===== config.mk =====
export PLATFORM = sky130hd
export DESIGN_NAME = abrf_seq
export DESIGN_NICKNAME = d
export VERILOG_FILES = /design/src/sv/abrf_pkg.sv /design/src/sv/abrf_seq.sv
export SDC_FILE = /design/constraint.sdc
export NUM_CORES = 1
export LEC_CHECK = 0
export ABC_AREA = 1
export BUFFER_PORTS_ARGS = -buffer_cell sky130_fd_sc_hd__buf_4
export CAP_MARGIN = 0
export CORE_MARGIN = 10
export CORE_UTILIZATION = 40
export CTS_BUF_LIST = sky130_fd_sc_hd__clkbuf_16
export DETAILED_ROUTE_END_ITERATION = 8
export PLACE_DENSITY = 0.68
export SLEW_MARGIN = 15
export SYNTH_ARGS = -nofsm -noshare
export SYNTH_HDL_FRONTEND = slang
export SYNTH_SLANG_ARGS = --single-unit

===== constraint.sdc =====
create_clock -name clk -period 13.27 [get_ports clk]
set_input_delay 3.981 -clock clk [delete_from_list [all_inputs] [get_ports clk]]
set_output_delay 3.981 -clock clk [all_outputs]
set_load 0.02 [all_outputs]

===== src/sv/abrf_pkg.sv =====
// Shared types and constants for the atomic byte ring FIFO.
// No dependencies; every other file of the block imports this package.
package abrf_pkg;

  localparam int DEPTH_DEF     = 4096;
  localparam int MAX_BURST_DEF = 64;

  localparam int BYTE_W     = 8;
  localparam int LEN_W      = 13;
  localparam int S_TDATA_W  = 40;
  localparam int S_TUSER_W  = 3;
  localparam int M_TDATA_W  = 48;
  localparam int M_TUSER_W  = 2;

  typedef enum logic [1:0] {
    OP_WRITE = 2'd0,
    OP_READ  = 2'd1,
    OP_PEEK  = 2'd2,
    OP_SKIP  = 2'd3
  } op_t;

  typedef struct packed {
    op_t               opcode;
    logic [BYTE_W-1:0] data_byte;
    logic [LEN_W-1:0]  packet_length;
    logic              first_byte;
    logic              last_byte;
    logic [LEN_W-1:0]  request_length;
  } item_t;

  // Result fields other than the byte itself, which comes from the ring.
  typedef struct packed {
    logic             byte_valid;
    logic             last_result;
    logic             accepted;
    logic [LEN_W-1:0] count;
    logic [LEN_W-1:0] available;
    logic [LEN_W-1:0] free_space;
  } res_t;

endpackage


===== src/sv/abrf_seq.sv =====
// Sequencer of the ring FIFO: pointers, packet state, clamp arithmetic and result register.
// Depends on abrf_pkg; drives the ports of abrf_ring.
module abrf_seq #(
  parameter int DEPTH     = abrf_pkg::DEPTH_DEF,
  parameter int MAX_BURST = abrf_pkg::MAX_BURST_DEF
) (
  input  logic                        clk,
  input  logic                        rst,
  input  logic                        in_valid,
  output logic                        in_ready,
  input  abrf_pkg::item_t             item,
  output logic                        out_valid,
  input  logic                        out_ready,
  output abrf_pkg::res_t              res,
  output logic                        wr_en,
  output logic [$clog2(DEPTH)-1:0]    wr_addr,
  output logic [abrf_pkg::BYTE_W-1:0] wr_data,
  output logic                        rd_en,
  output logic [$clog2(DEPTH)-1:0]    rd_addr
);
  import abrf_pkg::*;

  localparam int AW = $clog2(DEPTH);
  localparam int PW = AW + 1;
  localparam int XW = (PW > LEN_W) ? PW : LEN_W;
  localparam int BW = $clog2(MAX_BURST + 1);
  localparam logic [PW-1:0] DEPTH_PW = PW'(DEPTH);
  localparam logic [XW-1:0] BURST_XW = XW'(MAX_BURST);

  typedef enum logic [4:0] {
    S_IDLE = 5'b00001,
    S_EXEC = 5'b00010,
    S_STAT = 5'b00100,
    S_RD   = 5'b01000,
    S_OUT  = 5'b10000
  } state_t;

  state_t            state;
  logic [PW-1:0]     wp;
  logic [PW-1:0]     rp;
  logic [PW-1:0]     off;
  logic              kept;
  logic [LEN_W-1:0]  total;

  item_t             item_r;
  logic [AW-1:0]     start;
  logic [BW-1:0]     idx;
  logic [BW-1:0]     nb;
  logic              burst;

  // shared occupancy unit, reads the live pointers
  logic [PW-1:0]     held;
  logic [PW-1:0]     free;
  logic              kept_eff;
  logic [LEN_W-1:0]  total_eff;
  logic [PW-1:0]     off_eff;
  logic              do_store;
  logic [PW-1:0]     off_new;
  logic [PW-1:0]     wr_ptr;
  logic [PW-1:0]     n_skip;
  logic [XW-1:0]     lim;
  logic [BW-1:0]     n_burst;

  assign held = wp - rp;
  assign free = DEPTH_PW - held;

  always_comb begin
    kept_eff  = item_r.first_byte ? (XW'(item_r.packet_length) <= XW'(free)) : kept;
    total_eff = item_r.first_byte ? item_r.packet_length : total;
    off_eff   = item_r.first_byte ? '0 : off;
    do_store  = kept_eff && (XW'(off_eff) < XW'(total_eff));
    off_new   = do_store ? off_eff + PW'(1) : off_eff;
    wr_ptr    = wp + off_eff;
    n_skip    = (XW'(item_r.request_length) > XW'(held)) ? held
                                                         : PW'(item_r.request_length);
    lim       = (XW'(held) > BURST_XW) ? BURST_XW : XW'(held);
    n_burst   = (XW'(item_r.request_length) > lim) ? BW'(lim)
                                                   : BW'(item_r.request_length);
  end

  assign in_ready  = (state == S_IDLE);
  assign out_valid = (state == S_OUT);
  assign wr_en     = (state == S_EXEC) && (item_r.opcode == OP_WRITE) && do_store;
  assign wr_addr   = wr_ptr[AW-1:0];
  assign wr_data   = item_r.data_byte;
  assign rd_en     = (state == S_RD);
  assign rd_addr   = start + AW'(idx);

  // control state
  always_ff @(posedge clk) begin
    if (rst) begin
      state <= S_IDLE;
      wp    <= '0;
      rp    <= '0;
      off   <= '0;
      kept  <= 1'b0;
      total <= '0;
    end else begin
      case (state)
        S_IDLE: begin
          if (in_valid) begin
            state <= S_EXEC;
          end
        end
        S_EXEC: begin
          case (item_r.opcode)
            OP_WRITE: begin
              total <= total_eff;
              if (item_r.last_byte) begin
                kept <= 1'b0;
                off  <= '0;
                if (kept_eff) begin
                  wp <= wp + off_new;
                end
              end else begin
                kept <= kept_eff;
                off  <= off_new;
              end
            end
            OP_SKIP: begin
              rp <= rp + n_skip;
            end
            OP_READ: begin
              rp <= rp + PW'(n_burst);
            end
            default: begin
              // peek leaves the pointers alone
            end
          endcase
          state <= S_STAT;
        end
        S_STAT: begin
          state <= burst ? S_RD : S_OUT;
        end
        S_RD: begin
          state <= S_OUT;
        end
        S_OUT: begin
          if (out_ready) begin
            state <= (burst && !res.last_result) ? S_RD : S_IDLE;
          end
        end
        default: begin
          state <= S_IDLE;
        end
      endcase
    end
  end

  // payload: item copy, burst bookkeeping, result register
  always_ff @(posedge clk) begin
    case (state)
      S_IDLE: begin
        if (in_valid) begin
          item_r <= item;
        end
      end
      S_EXEC: begin
        res.byte_valid  <= 1'b0;
        res.last_result <= 1'b1;
        res.accepted    <= 1'b0;
        res.count       <= '0;
        burst           <= 1'b0;
        idx             <= '0;
        nb              <= n_burst;
        start           <= rp[AW-1:0];
        case (item_r.opcode)
          OP_WRITE: begin
            res.accepted <= kept_eff;
            if (item_r.last_byte && kept_eff) begin
              res.count <= LEN_W'(off_new);
            end
          end
          OP_SKIP: begin
            res.count <= LEN_W'(n_skip);
          end
          default: begin
            res.count <= LEN_W'(n_burst);
            burst     <= (n_burst != '0);
          end
        endcase
      end
      S_STAT: begin
        // occupancy after the pointer update
        res.available  <= LEN_W'(held);
        res.free_space <= LEN_W'(free);
      end
      S_RD: begin
        res.byte_valid  <= 1'b1;
        res.last_result <= (idx + BW'(1) == nb);
      end
      S_OUT: begin
        if (out_ready && burst && !res.last_result) begin
          idx <= idx + BW'(1);
        end
      end
      default: begin
      end
    endcase
  end

endmodule


After elaboration in Yosys (flattened, before gate mapping)
Cells that the tools add are included.
{"block": "word_totals", "in_bits": 42, "ram_bits": 0, "rom_bits": 0, "output_inout_bits": 78, "register_bits": 165, "memories": 0, "elab_cells": 87, "latch_bits": 0}
{"block": "op_classes", "n_mul": 0, "bitwise": 0, "n_div": 0, "shift": 0, "reduce_logical": 20, "magnitude_cmp": 5, "mux": 20, "add_sub_neg": 9, "eq_ne": 11}
{"op": "two-way mux 13 bit", "count": 7}
{"op": "one-hot mux 13 bit (2 select lines)", "count": 2}
{"op": "adder 13 bit", "count": 2}
{"op": "greater-than comparator 13 bit", "count": 2}
{"op": "one-hot mux 5 bit (5 select lines)", "count": 1}
{"op": "two-way mux 5 bit", "count": 3}
{"op": "two-way mux 7 bit", "count": 2}
{"op": "one-hot mux 7 bit (2 select lines)", "count": 1}
{"op": "adder 13 x 1 -> 13 bit (second input constant)", "count": 1}
{"op": "adder 13 x 7 -> 13 bit", "count": 1}
{"op": "greater-than comparator 13 x 7 -> 1 bit (second input constant)", "count": 1}
{"op": "less-or-equal comparator 13 bit", "count": 1}
{"op": "less-than comparator 13 bit", "count": 1}
{"op": "subtractor 13 bit", "count": 1}
{"op": "subtractor 13 bit (first input constant)", "count": 1}
{"op": "adder 12 bit", "count": 1}
{"op": "adder 12 x 7 -> 12 bit", "count": 1}
{"op": "AND reduction 2 bit", "count": 5}
{"op": "adder 7 x 1 -> 7 bit (second input constant)", "count": 1}
{"op": "== test 7 bit", "count": 1}
{"op": "logical AND 1 bit", "count": 7}
{"op": "nonzero test 7 bit", "count": 1}
{"op": "nonzero test 2 bit", "count": 3}
{"op": "== test 5 x 1 -> 1 bit (second input constant)", "count": 1}
{"op": "other kinds (15)", "count": 17}

Logic depth before layout (Yosys ltp)
{"block": "logic_depth", "ltp_word": 8, "depth_mapped": 44}

Worst setup path after synthesis
No wires, ideal clock.
{"block": "synth_timing", "kind": "flip-flop to output port", "from": "register wp[0]", "to": "output port wr_en", "slack_ps": 5518, "arrival_ps": 3771, "t_required_ps": 9289, "stages_incl_launch_ff": 24, "path_cell_list": "dfxtp_1 inv_1 ha_1 fa_1 ha_1 inv_1 nor2_2 nand3_2 nor2_4 inv_1 nor3_2 nand2_1 xor2_1 inv_1 ha_1 nand2_1 nor4b_1 a21oi_1 nand2_1 nand2_2 inv_1 nand2_1 buf_2 nor2_1"}
{"block": "synth_via", "elab_chain_cells": 6}
{"element": "from (decl)", "line": "abrf_seq.sv:39", "text": "logic [PW-1:0] wp;"}
{"element": "from (signal assigned)", "line": "abrf_seq.sv:113", "text": "wp <= wp + off_new;"}
{"element": "subtractor 13 bit", "line": "abrf_seq.sv:64", "text": "assign held = wp - rp;"}
{"element": "subtractor 13 bit", "line": "abrf_seq.sv:65", "text": "assign free = DEPTH_PW - held;"}
{"element": "via free[12]", "line": "abrf_seq.sv:53", "text": "logic [PW-1:0] free;"}
{"element": "less-or-equal comparator 13 bit", "line": "abrf_seq.sv:68", "text": "kept_eff = item_r.first_byte ? (XW'(item_r.packet_length) <= XW'(free)) : kept;"}
{"element": "two-way mux 1 bit", "line": "abrf_seq.sv:68"}
{"element": "logical AND 1 bit", "line": "abrf_seq.sv:71", "text": "do_store = kept_eff && (XW'(off_eff) < XW'(total_eff));"}
{"element": "logical AND 1 bit", "line": "abrf_seq.sv:83", "text": "assign wr_en = (state == S_EXEC) && (item_r.opcode == OP_WRITE) && do_store;"}
{"element": "to (decl)", "line": "abrf_seq.sv:15", "text": "output logic wr_en,"}
The timed path passes the listed nets, and every way through them passes these cells.

Worst setup path after layout
Same ends and word-level chain as after synthesis.

==> impl_metrics.ini <==
[timing]
worst_slew_pin_slew_ps = 1088
setup_viol = 0
rsz0062_at_grt = no
worst_slack_ps = 4280
setup_tns_ps = 0
fin_crit_ps = 8990
finalHoldViolations = 0
fin_crit_sh_pct = 67.75
max_freq_mhz = 111.2
max_slew_margin_pct = 27.37
fin_skew_ps = 14.69
final_max_slew_viol_count = 0

[synthesis]
synthCells = 1379
synth_seq_cells = 164
synth_area_leaders = edfxtp_1 29%, ha_1 12%, dfxtp_1 10%, nand2_1 9.3%, inv_1 6.8%
async_reset_ff_share_pct = 0
syn_area_mm2 = 0.01116
synth-edff-count = 106
yosys_warnings = 0
synth-simple-area-share_pct = 21.43
yosys.area_share.xor_xnor_pct = 5.940
avgSynthCellArea_um2 = 8.095
synth_top_family_by_area = simple AND/OR/NAND/NOR gates
synth_compound_area_share_pct = 11.78
synthMuxAreaShare_pct = 0
yosysTopAreaCellShare_pct = 28.51
yosysSeqAreaShare_pct = 38.92
synth_fa_ha_area_share_pct = 13.00
synth_area_leader_cell = edfxtp_1
yosysUniqueCellTypes = 51
yosys_most_used_dff = edfxtp_1

[grt]
grt_pass1_vias = 9306
grt_usage_pct = 18.21
gr-total-overflow = 0
grt_pass1_wl_mm = 50.67
grt_max_degree = 39
antenna_found_initial = 1

[floorplan]
rows = 61
io_pins = 120
core_area_mm2 = 0.02763
die_h_um = 187.1
dieWidth_um = 187.1
start_util_pct = 40.40
dieArea_mm2 = 0.03499

[route]
vias_per_cell = 5.110
routed_wl_mm = 32.43
first_pass_iters = 5
drt_iter0_drc = 748
ant_nets = 0
num_vias = 9607
wl_per_cell_um = 17.25
route.detailed.drc = 0

[place]
io_buffers = 119
dp_slack_ps = 4923
hpwl_mm = 25.40
gp_congestion = 0.9304

[critical_path]
crit_required_ps = 9290
critPathKind = register to primary output
arrival_ps = 5010
r2r_cells = 39
end_kind = primary output
start_kind = register
path_max_fanout = 11

[power_and_ir_drop]
total_power_w = 0.001624
power_density_mw_per_mm2 = 124.9
ir_drop_mv = 0.06578
p_leak_nw = 5.991

[job]
max_cap_violations = 0

[final_layout]
area_growth_pct = 16.49
drive_gt1_share_pct = 14.18
fill_cells = 2713
multi_input_area_mm2 = 0.005873
fin_nets = 1644
seq_area_mm2 = 0.004344
antenna_cells = 0
utilization_pct = 47.07

[clock_tree]
cts.sinks = 164
path_clk_slew_ps = 70
cts-root-buf = clkbuf_16
postCtsSetupBuffers = 0
ctsHoldBuffers = 0
cts_tree = built
clk_latency_ps = 440
cts_resized = 0
htree_levels = 4
max-clock-path-buffers = 2
numCtsBuffers = 17

[outcome]
status = finished, final reports clean

[hold_path]
holdCritPathClass = register to register
hold_depth = 2
Yosys cell counts, types with 3 or more instances:
cell type,number
nand2_1,276
nand2_4,4
fa_1,5
o21ai_2,4
nand3_1,72
nor2_1,97
xnor2_1,20
clkbuf_1,17
ha_1,108
o21ai_1,3
nor2_4,6
nand4_1,20
o21ai_0,71
edfxtp_1,106
nor3_1,21
buf_2,8
nand2_2,9
nor2_2,5
inv_1,203
nand3_2,9
nor4_1,5
dfxtp_1,58
a21oi_1,141
a21o_1,3
xor2_1,52
o21bai_1,7
inv_2,7
buf_4,10
worst max-delay path, cell delays in order (launching register included):
cell and delay, ps:
dfxtp_1 380, inv_1 60, ha_1 220, fa_1 610
ha_1 220, inv_1 60, nor2_2 140, nand3_2 120
nor2_4 150, inv_1 90, nor3_2 270, nand2_1 120
xor2_1 230, inv_1 80, ha_1 300, nand2_1 110
nor4b_1 320, a21oi_1 110, nand2_1 150, nand2_2 110
inv_1 110, nand2_1 260, nor2_1 200, buf_4 170
path summary, 6_finish.rpt:
check	from	end	slack (ps)
setup / recovery	wp[0]	wr_en	4280
hold / removal	total[0]	total[0]	450
setup reg to reg	wp[0]	wp[12]	6330
hold reg to reg	total[0]	total[0]	450
cell usage in the layout, fill, tap and decap left out, types with 21 or more instances in the layout:
cell type	count
dfxtp_1	58
nor3_1	21
nor2_1	96
a21oi_1	141
buf_4	124
edfxtp_1	106
xor2_1	52
nand2_1	276
nand3_1	72
o21ai_0	71
inv_1	204
ha_1	108
final cells by class:
type                            instances  area share (%)
Clock buffer                           17           3.271
Clock inverter                         15           1.299
Inverter                              210           6.062
Multi-Input combinational cell        972           45.17
Sequential cell                       164           33.41
Tap cell                              378           3.637
Timing Repair Buffer                  124           7.159
metrics by stage:
step | hold WS (ps) | std cells | instance area, µm²
finish | 448.9 | 1880 | 13000
detailed placement | 439.9 | 1848 | 12410
global placement | 432.9 | 1848 | 12410
CTS | 450.5 | 1880 | 13000
global route | 471.1 | 1880 | 13000
floorplan | 424.3 | 1384 | 11180
sequential cells by signal (all words and copies together) (netlist names):
register,count
idx,7
wr_data,8
start,12
state,5
burst,1
off,13
total,13
wp,13
res,41
nb,7
rp,13
item_r,30
kept,1
cell families after synthesis:
logic type / count (synthesis)
xor gates and xnor gates: 74
buffers and inverters: 248
and+or+nand+nor: 534
AOI/OAI and AO/OA: 245
other: 1
adders and majority gates: 113
DFF: 164
layer usage:
layer  track usage, %  up-vias  share of wire [%]
li1                 -     4793                  -
met1            23.59     4460                 45
met2            28.98      293                 45
met3            3.822       59                6.0
met4            7.413        2                3.2
met5                0        -              0.025
report_power, final:
| group | switching [W] | internal (W) | leakage, nW |
|---|---|---|---|
| logic | 0.000351 | 0.000169 | 4.25 |
| clock network | 0.000233 | 0.000283 | 0.294 |
| registers | 0.0000149 | 0.000573 | 1.45 |
| total | 0.000599 | 0.00103 | 5.99 |
Power figures use the tool's default switching activity.
